File: src/sv/tle_ram.sv
// Generic single-port-write, single-port-read RAM with registered read data.
module tle_ram #(
  parameter int unsigned WIDTH = 8,
  parameter int unsigned DEPTH = 16
) (
  input  logic                                       clk_i,
  input  logic                                       we_i,
  input  logic [((DEPTH > 1) ? $clog2(DEPTH) : 1)-1:0] waddr_i,
  input  logic [WIDTH-1:0]                           wdata_i,
  input  logic [((DEPTH > 1) ? $clog2(DEPTH) : 1)-1:0] raddr_i,
  output logic [WIDTH-1:0]                           rdata_o
);

  logic [WIDTH-1:0] mem_q [DEPTH];
  logic [WIDTH-1:0] rdata_q;

  always_ff @(posedge clk_i) begin
    if (we_i) begin
      mem_q[waddr_i] <= wdata_i;
    end
    rdata_q <= mem_q[raddr_i];
  end

  assign rdata_o = rdata_q;

endmodule

File: config.mk
export PLATFORM = sky130hd
export DESIGN_NAME = tle_ram
export DESIGN_NICKNAME = d
export VERILOG_FILES = /design/src/sv/tle_ram.sv
export SDC_FILE = /design/constraint.sdc
export NUM_CORES = 1
export LEC_CHECK = 0
export ABC_AREA = 1
export BUFFER_PORTS_ARGS = -buffer_cell sky130_fd_sc_hd__buf_2
export CAP_MARGIN = 20
export CORE_ASPECT_RATIO = 0.7
export CORE_MARGIN = 2
export CORE_UTILIZATION = 50
export CTS_CLUSTER_DIAMETER = 100
export DETAILED_ROUTE_END_ITERATION = 10
export PLACE_DENSITY = 0.7
export SETUP_SLACK_MARGIN = 0.02
export SYNTH_ARGS = -nofsm -noshare
export SYNTH_HDL_FRONTEND = slang
export SYNTH_SLANG_ARGS = --single-unit
File: constraint.sdc
create_clock -name clk_i -period 1 [get_ports clk_i]
set_input_delay 0.1 -clock clk_i [delete_from_list [all_inputs] [get_ports clk_i]]
set_output_delay 0.1 -clock clk_i [all_outputs]
set_load 0.05 [all_outputs]
; ---- Yosys cells after proc, flatten, opt, wreduce, memory -nomap -nowiden
; Memory sizes are Yosys's and may differ from the RTL's. A register that Yosys moved wholly into a read port is not among the register bits.
; Index checks and enable logic that the tools add are counted.
[totals]
register_bits = 0
mem_bits_rw = 128
in_bits = 18
output_inout_bits = 8
word_cells = 3
memories = 1
[op_classes]
muxes = 2
[memory_table]
columns = name, depth, word_bits, rd, rd_ports_with_merged_regs, wr, line
row1 = mem_q, 16, 8, 1, 1, 1, 14  ; logic [WIDTH-1:0] mem_q [DEPTH];
[ops]
columns = operator, n
row1 = two-way mux 1 bit, 2

; ---- Longest topological paths before layout
[depth]
depth_word = 2
ltp_mapped = 8
ltp_nobuf = 7

; ---- Least setup slack after synthesis
; OpenSTA, ideal clock, no wires.
[synth_path]
path_kind = input to register
start = input waddr_i[3] (netlist bit)
end = memory mem_q[4][0] (enable)
setup_time_ns = 0.370
arrival_time_ns = 0.681
required_ns = 0.630
path_slack_ns = -0.051
path_stages = 2
n_path_buf = 0
path_cell_list = nand3b_1 -> nor2_1
[synth_rtl]
columns = item, line
row1 = start: declaration, 8  ; input logic [((DEPTH > 1) ? $clog2(DEPTH) : 1)-1:0] waddr_i,
row2 = end: declaration, 14
; Straight into the memory's write port.

; ---- Worst setup path in the final report
[layout_path]
start = register rdata_q[4] (netlist: rdata_o[4]), read port of mem_q
end = output rdata_o[4]
[layout_rtl]
columns = item, line
row1 = start: declaration, 15  ; logic [WIDTH-1:0] rdata_q;
row2 = end: declaration, 11  ; output logic [WIDTH-1:0] rdata_o
; No word-level cell between the ends.

==> metrics.txt <==
die area=around 0.012 mm2; Starting Density=between 50% and 60%; Tcrit/Tclk final=103%; H-Tree Level Count=4; number of port buffers=25; violated checks=negative setup slack; Layout Skew=9.89 ps; Reg clk slew, reported paths=~60 ps; nets@finish=624; via count=4035; DRT Pass-1 Iters=5; crit end category=output pin; Syn Area/Cell=around 10 um2; initial antenna violation count=0; ANT nets after route=0; drt via density=5.23; required time of the critical path=around 900 ps; worst vdd ir=~0.0013 V; FILL cells=about 850; clock power share=a little over two fifths; die height=roughly 94 um; Synth Flop Type=edfxtp_1; Post-Syn Instances=551; status=complete, but fails checks; clk root buf=clkbuf_16; Logic pwr share=9.0%; synthesized area=roughly 0.0058 mm2; CP top delay family=flip-flops; FMAX=about 970 MHz; hold_buf cts=0; Slew headroom=between 70% and 80%; Post-route DRC=0; CP cell instances=buf_8; Remaining Overflow, GRT=0; vias in the first global route=3871; fin. max-slew vios=0; crit path buf inv count=1; Area contributors post-synth=edfxtp_1 67%, nand2_1 11%, nand3_1 8.4%; Die Wd=roughly 130 um; sequential power share=between 40% and 50%; Crit Path Category=flip-flop to output pin; Post-synth EDFFs=128; Synthesized Nets=569; RSZ-0062 raised after global routing=yes; Setup TNS=-33.8 ps; Core Footprint=0.0111 mm2; #FFs+latches synth=136; Synth Warn #=0; # rows=32; sequential fraction of the synthesis area=between 60% and 70%; top-area cell type share of the netlist area=about two thirds; launch point of the worst reg-to-reg path=mem_q[10][0]; most common cell in the synthesized netlist=nand2_1; final weighted congestion in routability-driven placement=around 0.9; Synth cell types=12; Psw=2.96 mW; Post-synth top cells=173 x nand2_1, 128 x edfxtp_1, 100 x inv_1; internal power=10.1 mW; Layout Cells excl Fill=a little under 800; Setup crit start=rdata_o[4]; hold path startpoint=wdata_i[2]; Clock Tree Buf Depth=2; Inserted Diodes=0; Pleak=approximately 3.1 nW; clk_lat worst skew=420 ps; max-capacitance violation count=0; largest net degree at the start of global routing=41; worst min path class=primary input to flip-flop; Hold Vio Cnt, Final=0; crit path max fanout=1; Worst-Margin Slew=about 450 ps; # clock sinks=between 100 and 150; Setup Buffers After CTS=0; dpl cells=740; # setup viols final=1; switch share=22.6%; CP startpoint kind=flip-flop; Detail Placement HPWL=8.39 mm; all-layer global routing usage=between 20% and 30%; number of DRC markers in iteration 0=approximately 430; min Tclk post-route=1030 ps; Crit path largest cell delay=about 370 ps; Layout Area Growth over Synthesis=24.1%; FFs w/ async S/R, synth=0%; final setup margin=-33.8 ps; layout cells sized above 1=a little under a quarter; Wirelength per Cell=approximately 18 um; final WL=~14 mm; Slowest cell on crit path=dfxtp_2; Yosys top cell by area=edfxtp_1; CTS tree=built; Critical Path AT=a little over 900 ps; first-pass GRT wire length=around 21 mm; Ports=26; CTS buffer count=17; PwrDens=approximately 1800 mW/mm2; worst slack, placed=-203 ps
-- area by class of cell --
type	instances	area [um2]	share of cell area (%)
clock inverters	5	27.5	0.384
well taps	153	191	2.67
flip-flops and latches	136	4010	56.1
clock buffers	27	493	6.89
repair buffers	60	602	8.41
multi-input cells	289	1450	20.2
inverters	102	383	5.35
-- cell usage in the layout (no fill, tap or decap), drive strengths merged --
cell      count
nand3        97
nand3b        2
nor2         17
clkinvlp      1
clkbuf       27
clkinv        4
inv         102
nand2       173
dfxtp         8
buf          60
edfxtp      128
-- cell families after synthesis --
group / Yosys count / share of synthesized area [%]
simple gates: 289 / 21.0
flops: 136 / 69.4
buf+inv: 126 / 9.52
-- layer usage --
layer / global-route usage, % / share of wire (%)
met5: 0 / 0
met3: 7.77 / 8.1
met4: 8.96 / 2.0
met1: 32.4 / 46
met2: 33.5 / 44
-- state kept, by name, summed over array words and instances (netlist names) --
register and flops:
mem_q 128, rdata_o 8
-- path summary, 6_finish.rpt --
check / endpoint / slack (ps) / cells after the start
max: rdata_o[4] / -30 / 1
min: mem_q[15][2] / 90 / 1
max reg2reg: rdata_o[0] / 20 / 6
min reg2reg: rdata_o[5] / 690 / 6
-- through the flow --
step | hold slack, ps | cell area [um2] | power [mW] | util [%]
floorplan | 199 | 5780 | 7.11 | -
global placement | 514 | 6330 | 7.51 | 56.9
detailed placement | 516 | 6330 | 7.53 | 56.9
CTS | 89.5 | 6980 | 13.1 | 62.7
global route | 85.4 | 7160 | 13.5 | 64.3
finish | 93.1 | 7160 | 13.1 | 64.3
-- repair_timing --
action,CTS,global route
setup endpoints to repair,12,16
pin swaps,0,21
gates resized for setup,40,41
-- power groups by stage --
stage               Combinational, mW  Clock (mW)  Sequential, mW
CTS                              1.09        5.54            6.43
detailed placement               1.01           0            6.53
global placement                0.987           0            6.52
floorplan                       0.453           0            6.65
finish                           1.18        5.49            6.44
global route                     1.26        5.79            6.45
No activity file was read; power rests on OpenSTA's default activity.
