--- config.mk ---
export PLATFORM = sky130hd
export DESIGN_NAME = tle_out
export DESIGN_NICKNAME = d
export VERILOG_FILES = /design/src/sv/tle_pkg.sv /design/src/sv/tle_out.sv
export SDC_FILE = /design/constraint.sdc
export NUM_CORES = 1
export LEC_CHECK = 0
export BUFFER_PORTS_ARGS = -buffer_cell sky130_fd_sc_hd__buf_2
export CAP_MARGIN = 20
export CELL_PAD_IN_SITES_DETAIL_PLACEMENT = 1
export CELL_PAD_IN_SITES_GLOBAL_PLACEMENT = 1
export CORE_UTILIZATION = 34
export CTS_CLUSTER_SIZE = 14
export DETAILED_ROUTE_END_ITERATION = 12
export GPL_TIMING_DRIVEN = 0
export PLACE_DENSITY = 0.94
export REMOVE_ABC_BUFFERS = 1
export SYNTH_ARGS = -nofsm -noshare
export SYNTH_HDL_FRONTEND = slang
export SYNTH_SLANG_ARGS = --single-unit
export TNS_END_PERCENT = 50
--- constraint.sdc ---
create_clock -name clk_i -period 1.1 [get_ports clk_i]
set_input_delay 0.165 -clock clk_i [delete_from_list [all_inputs] [get_ports clk_i]]
set_output_delay 0.165 -clock clk_i [all_outputs]
set_load 0.05 [all_outputs]
--- src/sv/tle_pkg.sv ---
// Shared types, codes and constants of the text line editor with history.
package tle_pkg;

  // Default geometry.
  localparam int unsigned LINE_WIDTH_DEF    = 80;
  localparam int unsigned SCREEN_ROWS_DEF   = 25;
  localparam int unsigned HISTORY_LINES_DEF = 128;

  // Field widths of the stream beats.
  localparam int unsigned OP_W       = 3;
  localparam int unsigned CHAR_W     = 8;
  localparam int unsigned ROW_W      = 5;
  localparam int unsigned COL_W      = 7;
  localparam int unsigned CELL_W     = 16;
  localparam int unsigned POS_W      = 7;
  localparam int unsigned COLOR_W    = 8;

  localparam int unsigned IN_DATA_W  = 24;
  localparam int unsigned IN_USER_W  = OP_W;
  localparam int unsigned OUT_DATA_W = 48;
  localparam int unsigned OUT_USER_W = 1;
  localparam int unsigned OUT_PAD_W  = OUT_DATA_W - CELL_W - 4 * POS_W;

  // Operation codes.
  localparam logic [OP_W-1:0] OP_INSERT    = 3'd0;
  localparam logic [OP_W-1:0] OP_LEFT      = 3'd1;
  localparam logic [OP_W-1:0] OP_RIGHT     = 3'd2;
  localparam logic [OP_W-1:0] OP_DELETE    = 3'd3;
  localparam logic [OP_W-1:0] OP_BACKSPACE = 3'd4;
  localparam logic [OP_W-1:0] OP_ENTER     = 3'd5;
  localparam logic [OP_W-1:0] OP_READ      = 3'd6;

  // Characters and colors.
  localparam logic [CHAR_W-1:0]  CHAR_CURSOR = 8'h5F;
  localparam logic [CHAR_W-1:0]  CHAR_SPACE  = 8'h20;
  localparam logic [CHAR_W-1:0]  CHAR_NUL    = 8'h00;
  localparam logic [COLOR_W-1:0] COLOR_RESET = 8'd7;
  localparam logic [CELL_W-1:0]  RESET_CELL  = {COLOR_RESET, CHAR_NUL};

  // One result beat.
  typedef struct packed {
    logic [POS_W-1:0]  top_row;
    logic [POS_W-1:0]  history_row;
    logic [POS_W-1:0]  line_length;
    logic [POS_W-1:0]  cursor_column;
    logic              cell_written;
    logic [CELL_W-1:0] cell_value;
  } tle_res_t;

endpackage

--- src/sv/tle_out.sv ---
// Output register stage that holds one result beat until the sink takes it.
module tle_out (
  input  logic                                clk_i,
  input  logic                                rst_ni,
  input  logic                                load_i,
  input  tle_pkg::tle_res_t                   res_i,
  output logic                                free_o,
  output logic                                m_tvalid_o,
  input  logic                                m_tready_i,
  output logic [tle_pkg::OUT_DATA_W-1:0]      m_tdata_o,
  output logic [tle_pkg::OUT_USER_W-1:0]      m_tuser_o
);
  import tle_pkg::*;

  logic     valid_q, valid_d;
  tle_res_t res_q;

  assign free_o = !valid_q || m_tready_i;

  always_comb begin
    valid_d = valid_q;
    if (load_i) begin
      valid_d = 1'b1;
    end else if (m_tready_i) begin
      valid_d = 1'b0;
    end
  end

  always_ff @(posedge clk_i or negedge rst_ni) begin
    if (!rst_ni) begin
      valid_q <= 1'b0;
    end else begin
      valid_q <= valid_d;
    end
  end

  always_ff @(posedge clk_i) begin
    if (load_i) begin
      res_q <= res_i;
    end
  end

  assign m_tvalid_o = valid_q;
  assign m_tdata_o  = {{OUT_PAD_W{1'b0}}, res_q.top_row, res_q.history_row,
                       res_q.line_length, res_q.cursor_column, res_q.cell_value};
  assign m_tuser_o  = res_q.cell_written;

endmodule

* After elaboration in Yosys (flattened, before gate mapping) *
Index checks and enable logic that the tools add are counted.

word-level totals
  word-level logic and storage cells = 12
  bits in registers = 46
  output and inout bits = 51

operators by class
  multiplexer cells = 2
  reduce and logical (&&, ||, !) cells = 3

operators by type and width
  cell                count
  1-bit 2-to-1 mux    2
  2-bit nonzero test  1
  1-bit logical NOT   1
  1-bit logical OR    1

* Logic depth before layout (Yosys ltp) *
Gate-level depths: netlist (run 1).

  depth after elaboration = 2
  mapped depth = 2
  depth with buffers taken out = 2

* Worst setup path after synthesis (run 1) *
No wires, ideal clock.

  path type = reg2reg
  from = reg m_tvalid_o (netlist name)
  to = reg valid_q (netlist: m_tvalid_o)
  buffers on the path = 0
  arrival time = 0.964 ns
  setup slack = 0.067 ns
  required time = 1.031 ns
  stages on the path, launching flop included = 3
  clock period less this slack = 1.033 ns
  path through = dfrtp_1 nand2b_4 nand2b_2

RTL lines
  item                  line           RTL
  end signal, assigned  tle_out.sv:33  valid_q <= valid_d;
  end, declared         tle_out.sv:15  logic valid_q, valid_d;

* Final worst setup path (run 1) *
  from = reg valid_q (netlist: m_tvalid_o)
  to = out free_o

on the way
  word-level cells in the longest chain between the ends = 2

ends and longest elaborated chain
  item               line           RTL
  1-bit logical NOT  tle_out.sv:18  assign free_o = !valid_q || m_tready_i;
  1-bit logical OR   tle_out.sv:18
  end, declared      tle_out.sv:7   output logic free_o,

Every way passes these cells.

==> summary.md, run 1 <==
Data on the critical path arrives at its endpoint at 0.93 ns. The unique cell type count in the Yosys netlist came out at 6. The number of hold violations in the final report is 0. The logs give 5 for the number of CTS-inserted buffers and 835 uV for the maximum resistive drop on vdd.

STA classifies the critical path startpoint as a register. The run gives 0.34 ns as the register-to-register path setup slack. Ratio of cells with drive above 1 in the final layout: 0.656. The path with the worst hold slack has its endpoint at m_tdata_o[42]. The overall via count from detail_route is 864. The count of mapped cells out of synthesis was 53. Global routing finished with a remaining overflow of 0. The static power due to leakage came out at 0.902 nW. The minimum clock period after layout came out at 1.09 ns.

The transition at the pin with the smallest max-transition slack is 0.973 ns. TritonCTS built the clock tree. The CTS root buffer was sky130_fd_sc_hd__clkbuf_8. Synthesized area: 1430 um^2.

In this run the remaining antenna-violating nets after routing total 0. The path class of the tightest hold or removal check is in2reg. The number of synthesized register bits was 46. Most common cell after layout, fill and taps aside: sky130_fd_sc_hd__buf_2. The later pin in the worst-skew pair is clocked with a latency of 0.28 ns. The effective utilization at floorplan came out at 0.356.

The worst register-to-register path begins at m_tvalid_o. The logs give 3.91 mm for the wire length of the first global-routing pass and 0 for the initial antenna violation count. The total track usage was 0.126. After detailed routing, the number of remaining DRC violations is 0. For this run, the top clock speed supported by timing is 915 MHz. Longest individual stage delay on the worst path: 0.41 ns. Prior to clock tree synthesis, the placed netlist has a worst setup slack of -0.225 ns. The share of the clock period used by the worst path after layout came out at 0.994. Entering global routing, the biggest net connects 47 pins. In this run the deepest clock path goes through 2 buffers. On the final layout, the worst clock skew is 0 ns. The first routing iteration left 86 violations.

The run gives 4030 um^2 as the placeable core area. 0 antenna diodes ended up in the layout. The number of search-and-repair iterations in the first detailed-routing pass is 4, and the average size of a mapped cell is 27.0 um^2. After clock tree synthesis, the clock-pin slew on the worst setup and hold paths is 0.07 ns. The tools report the worst max-slew margin expressed relative to the limit as 0.351.

The logs give 869 for the number of global-route vias before repair and 0 for the Yosys warning count. Setup repair after global routing could not meet its margin everywhere. The worst setup path is of the reg2out kind.

The full die area is 4480 um^2, and the width of the die is 66.9 um. Traced cell by cell, the critical path runs through nand2b_4, buf_8. After routing the design area is 2060 um^2. The startpoint of the most critical hold path was res_i[43]. The floorplan has 23 rows. The count of cells along the worst register-to-register path is 3.

The run gives 0.94 ns as the required arrival time at the worst endpoint. For this block, the routed nets add up to 2.69 mm of wire. The number of nets in the layout was 205. The clock net in this run drives a total of 46 sinks. Using the TritonRoute via totals, the vias-per-cell ratio works out to 4.17. The count of buffers inserted at the top-level ports is 95, and the growth of design area from synthesis to finish is 43.9%. The flow ran to the end, and the final reports show no timing, DRC or antenna violations. Dividing the detail-routed wire length by the instance count gives 13.0 um. The worst register-to-register path ends at m_tvalid_o. At the end of routability-driven placement, the weighted congestion stood at 0.642.

Setup slack on the critical path of the routed design comes to 0.00651 ns. CTS built an H-tree with a depth of 2. The hold-critical path depth works out to 1. The number of primary I/O pins came out at 100. The largest individual stage delay along the critical path comes from the cell sky130_fd_sc_hd__dfrtp_1. The share of synthesized area occupied by flip-flops and latches was 0.961. Of all nets on the critical path, the largest fanout is 2. The number of slew-limit violations in the final report is 0. Measured along the y axis, the die boundary spans 66.9 um.

The number of max-cap violations was 0. STA classifies the critical path endpoint as an output pin. In the layout the commonest cells are sky130_fd_sc_hd__buf_2, sky130_fd_sc_hd__edfxtp_1, sky130_fd_sc_hd__clkbuf_8. For this design the ratio of total power to cell area is 1850 nW/um^2.

The placed instances occupy a cell area of 1950 um^2. Final setup violation count: 0.
logic make-up (layout without fill, tap and decap cells):
group         count (synthesis)  count (layout)  synth area share
flops                        46              46             0.961
simple gates                  2               2            0.0157
other cells                   1               4           0.00262
buf+inv                       4             105            0.0210
layout make-up:
type                            instances  area (um^2)
Clock buffer                            8         80.1
Fill cell                             414         1970
Multi-Input combinational cell          6         37.5
Sequential cell                        46         1380
Tap cell                               50         62.6
Timing Repair Buffer                   97          505
metrics by stage:
step / util / hold WS (ns) / total power, mW / setup TNS, ns / std cells
after CTS: 0.510 / 0.0343 / 3.89 / -0.0221 / 206
after floorplan: - / -0.131 / 2.69 / 0 / 52
after detailed placement: 0.484 / -0.0582 / 2.93 / -10.16 / 197
after global placement: 0.484 / -0.0593 / 2.91 / -7.82 / 197
after global routing: 0.512 / 0.0282 / 3.99 / -0.0539 / 207
final: 0.512 / 0.0504 / 3.82 / 0 / 207
registers in the layout (all words and copies together), names as in the netlist:
name	cells
m_tdata_o	44
m_tuser_o	1
m_tvalid_o	1
cells in the mapped netlist:
library cell / n / share of area
sky130_fd_sc_hd__buf_4: 4 / 0.021
sky130_fd_sc_hd__conb_1: 1 / 0.0026
sky130_fd_sc_hd__dfrtp_1: 1 / 0.017
sky130_fd_sc_hd__edfxtp_1: 45 / 0.94
sky130_fd_sc_hd__nand2b_2: 1 / 0.0061
sky130_fd_sc_hd__nand2b_4: 1 / 0.0096
routing by layer:
layer	track usage	vias up	wire length (um)
li1	-	401	-
met1	0.129	392	966
met2	0.206	69	1380
met3	0.0736	2	335
met4	0.0559	0	11
met5	0	-	0
power by group:
group	total [mW]	internal, mW	switching (mW)
clock network	0.935	0.451	0.483
registers	2.11	2.08	0.0312
logic	0.783	0.165	0.618
total	3.82	2.69	1.13
worst max-delay path by stage:
stage / start / endpoint / slack [ns]
after global routing: m_tvalid_o / free_o / -0.04
after global placement: load_i / m_tdata_o[14] / -0.17
after CTS: m_tvalid_o / free_o / -0.02
after floorplan: m_tvalid_o / m_tvalid_o / 0.07
final: m_tvalid_o / free_o / 0.007
after detailed placement: load_i / m_tdata_o[28] / -0.22
worst max-delay path, delay by kind of cell (launching register included):
kind | cells | cell delay [ns]
flops | 1 | 0.41
buf+inv | 1 | 0.14
simple gates | 1 | 0.09
repair_timing:
| item | in CTS | in global routing |
|---|---|---|
| hold endpoints to repair | 1 | 0 |
| setup buffers | 0 | 1 |
| endpoints found under the setup margin | 2 | 2 |
| gates resized for setup | 4 | 0 |
| pin swaps | 0 | 0 |
| hold buffers | 1 | 0 |
No activity file was read; power rests on OpenSTA's default activity.
==> run 2: changes to the inputs <==
--- a/config.mk
+++ b/config.mk
@@ -5,15 +5,16 @@
 export SDC_FILE = /design/constraint.sdc
 export NUM_CORES = 1
 export LEC_CHECK = 0
+export ABC_AREA = 1
 export BUFFER_PORTS_ARGS = -buffer_cell sky130_fd_sc_hd__buf_2
 export CAP_MARGIN = 20
 export CELL_PAD_IN_SITES_DETAIL_PLACEMENT = 1
 export CELL_PAD_IN_SITES_GLOBAL_PLACEMENT = 1
-export CORE_UTILIZATION = 34
-export CTS_CLUSTER_SIZE = 14
+export CORE_UTILIZATION = 33
+export CTS_CLUSTER_SIZE = 20
 export DETAILED_ROUTE_END_ITERATION = 12
 export GPL_TIMING_DRIVEN = 0
-export PLACE_DENSITY = 0.94
+export PLACE_DENSITY = 0.92
 export REMOVE_ABC_BUFFERS = 1
 export SYNTH_ARGS = -nofsm -noshare
 export SYNTH_HDL_FRONTEND = slang
==> run 2 against run 1 <==
  * Sequential cell count stayed put
  * Core utilization is 0.63 points lower
  * Clock power is 2.1% higher
  * Routed wire length is 8.5% higher
  * Worst hold slack worse by 0.0067 ns
  * Critical endpoint unchanged
  * Highest routed layer unchanged
  * First-iteration DRC count is 3.5% lower
  * Fmax is 0.37% higher
==> summary.md, run 2 <==
The flow ran to the end, and the final reports show no timing, DRC or antenna violations. The floorplan step set the die height to 67.8 um. The footprint of the multi-input gates was 27.5 um^2.

Detailed placement finished with a half-perimeter wire length of 2.18 mm. Derived from the worst setup path, the maximum achievable clock frequency is 918 MHz. The register with the most flip-flops in the layout has 44 of them. The tools report the static power due to leakage as 0.912 nW. The kind of start point of the critical path was a register. In the layout the commonest cells are sky130_fd_sc_hd__buf_2, sky130_fd_sc_hd__edfxtp_1, sky130_fd_sc_hd__clkbuf_8.

The clock passes through at most 2 buffers. Worst max-slew margin expressed relative to the limit: 0.339. The area fraction of the dominant cell type after synthesis was 0.945; the full die area was 4600 um^2. Input and output buffers added on the ports amount to 95.

sky130_fd_sc_hd__edfxtp_1 takes more of the synthesized area than any other cell. The CTS root buffer was sky130_fd_sc_hd__clkbuf_8. The number of hold violations in the final report is 0. In the post-route analysis, the smallest setup slack over all paths is 0.0105 ns. IR analysis of the VDD net gives a maximum drop of 1000 uV.

The arrival time reported for the critical path endpoint came out at 0.92 ns. The path class of the tightest hold or removal check is in2reg. sky130_fd_sc_hd__edfxtp_1 is the most common cell in the netlist.

The minimum hold slack was 0.0437 ns; the placeable core area was 4090 um^2. The instance area after placement is 1950 um^2, and the total power per unit cell area is 1860 nW/um^2. The utilization after layout is 0.506. For the worst setup path, the data required time is 0.94 ns. The fraction of registers with async set/reset is 0.0217.

The run gives 1.17 mW as the reported net switching power. The share of total power consumed by net switching was 0.305; the number of CTS-inserted buffers was 5. The final global-route overflow total was 0.

The width of the die is 67.8 um, and the DRC violation count after routing is 0. Excluding fillers, the count of instances in the completed layout stands at 209. The placement-stage worst setup slack was -0.231 ns; the overall via count from detail_route was 884. The signal on the critical path passes through nand2_2, buf_8.

Relative to the synthesized area, the layout overhead comes to 44.4%. The number of primary I/O pins came out at 100. Design internal power: 2.68 mW. The total of fill cells in the finished design was 422.

Counting tap cells, the placed design contains a total of 199 instances. After clock tree synthesis, the clock-pin slew on the worst setup and hold paths is 0.08 ns. On the final layout, the worst clock skew is 0 ns. The transition at the pin with the smallest max-transition slack is 0.991 ns. The clock drives 46 sinks. In the final routed layout, each cell accounts on average for 14.0 um. The type of the worst setup path was reg2out. The number of max-cap violations is 0, and the share of synthesized area occupied by flip-flops and latches is 0.962. The combined flip-flop and latch cell area was 1380 um^2. By area the synthesized netlist is led by sky130_fd_sc_hd__edfxtp_1, sky130_fd_sc_hd__buf_4, sky130_fd_sc_hd__dfrtp_1. The primary flip-flop cell chosen by synthesis mapping was sky130_fd_sc_hd__edfxtp_1.

The tools report the number of nets in the layout as 207. The clock tree synthesis step divided the H-tree into 2 levels. The longest individual stage delay on the worst path is 0.40 ns, and the number of global-route vias before repair is 879. The run gives 2070 um^2 as the final instance area.

The detailed router's first-iteration violation count was 83. TritonCTS built the clock tree. For the share of power burned in registers, the log shows 0.547. Adding up every negative setup slack in the final design gives 0 ns.

The ratio of cells with drive above 1 in the final layout was 0.654; the total track usage was 0.124. The average vias per placed instance is 4.23. In this run the core area contains 23 standard-cell rows. The logs give 2.92 mm for the wire length reported by the detailed router and 55 for the count of mapped cells out of synthesis.

The share of the clock period used by the worst path after layout is 0.990. A synthesized cell averages 26.0 um^2. The design draws 3.85 mW. The mapped netlist covers 1430 um^2.

For the fraction of power consumed by the clock network, the log shows 0.248. The library cell used most frequently in the layout, excluding fill and tap cells, is sky130_fd_sc_hd__buf_2. The combinational power share was 0.205; the number of buffers and inverters on the critical path was 1.

Setup repair after global routing could not meet its margin everywhere. The tools report the effective utilization at floorplan as 0.350. The worst setup path is captured at an output pin.

The antenna diode count is 0. The initial antenna violation count came out at 0. The slowest stage of the critical path is the sky130_fd_sc_hd__dfrtp_1 cell. After synthesis the netlist holds a flip-flop and latch count of 46.

The Yosys step of the flow raised 0 warnings. By count the netlist is led by sky130_fd_sc_hd__edfxtp_1, sky130_fd_sc_hd__buf_4, sky130_fd_sc_hd__inv_1, sky130_fd_sc_hd__nand2_2. The run gives 6 as the unique cell type count in the Yosys netlist. The cell family contributing the most delay on the critical path is flip-flops. Setup violations remaining at the end of the flow were counted as 0. The number of slew-limit violations in the final report is 0. The clock insertion delay at the later pin of the skew report is 0.29 ns, and the count of flip-flops with a built-in enable after synthesis is 45.

Entering global routing, the biggest net connects 47 pins. At the end of routability-driven placement, the weighted congestion stood at 0.629. The first global-routing pass estimated 3.92 mm of wire. In this run the worst path has a maximum fanout of 2. For the number of search-and-repair iterations in the first detailed-routing pass, the log shows 3.

In this run the remaining antenna-violating nets after routing total 0. The routed design could run at a clock period as short as 1.09 ns.
## run 2: layer usage
layer	vias to the layer above	track usage	wire, um
met5	-	0	0
met4	0	0.0547	29
met3	3	0.0583	359
met2	62	0.214	1510
met1	414	0.128	1020
li1	405	-	-
## run 2: layout make-up
| class | count | share of cell area |
|---|---|---|
| Clock buffer | 6 | 0.0351 |
| Clock inverter | 2 | 0.00424 |
| Inverter | 2 | 0.00363 |
| Multi-Input combinational cell | 6 | 0.0133 |
| Sequential cell | 46 | 0.666 |
| Tap cell | 50 | 0.0303 |
| Timing Repair Buffer | 97 | 0.247 |
## run 2: timing repair
item / in CTS / in global routing
gates cloned: 0 / 0
pin swaps: 1 / 0
resized for setup: 4 / 3
hold buffers: 1 / 0
setup endpoints to repair: 2 / 3
endpoints found under the hold margin: 1 / 0
buffers inserted: 1 / 0
## run 2: kinds of logic after synthesis
logic type | synth area share
other | 0.00262
flip-flops | 0.962
AND/OR/NAND/NOR | 0.00875
buffers and inverters | 0.0262
## run 2: power groups by stage
stage	Clock [mW]	Combinational (mW)	Sequential (mW)
floorplan	0	0.0444	2.64
global placement	0	0.768	2.14
detailed placement	0	0.777	2.15
CTS	1.00	0.791	2.11
global route	1.06	0.821	2.12
finish	0.955	0.788	2.11
## run 2: path summary, 6_finish.rpt
check                      slack [ns]  cells past startpoint        from           end
max                              0.01                      2  m_tvalid_o        free_o
min                              0.04                      1    res_i[7]  m_tdata_o[7]
max reg2reg                      0.36                      3  m_tvalid_o    m_tvalid_o
min reg2reg                      0.66                      3  m_tvalid_o    m_tvalid_o
max in group asynchronous        0.84                      2      rst_ni    m_tvalid_o
min in group asynchronous        0.18                      2      rst_ni    m_tvalid_o
## run 2: worst reg2reg max path, stage by stage (launching register included)
cell	delay, ns
sky130_fd_sc_hd__dfrtp_1	0.40
sky130_fd_sc_hd__nand2_2	0.09
sky130_fd_sc_hd__buf_4	0.11
sky130_fd_sc_hd__nand2_2	0.04
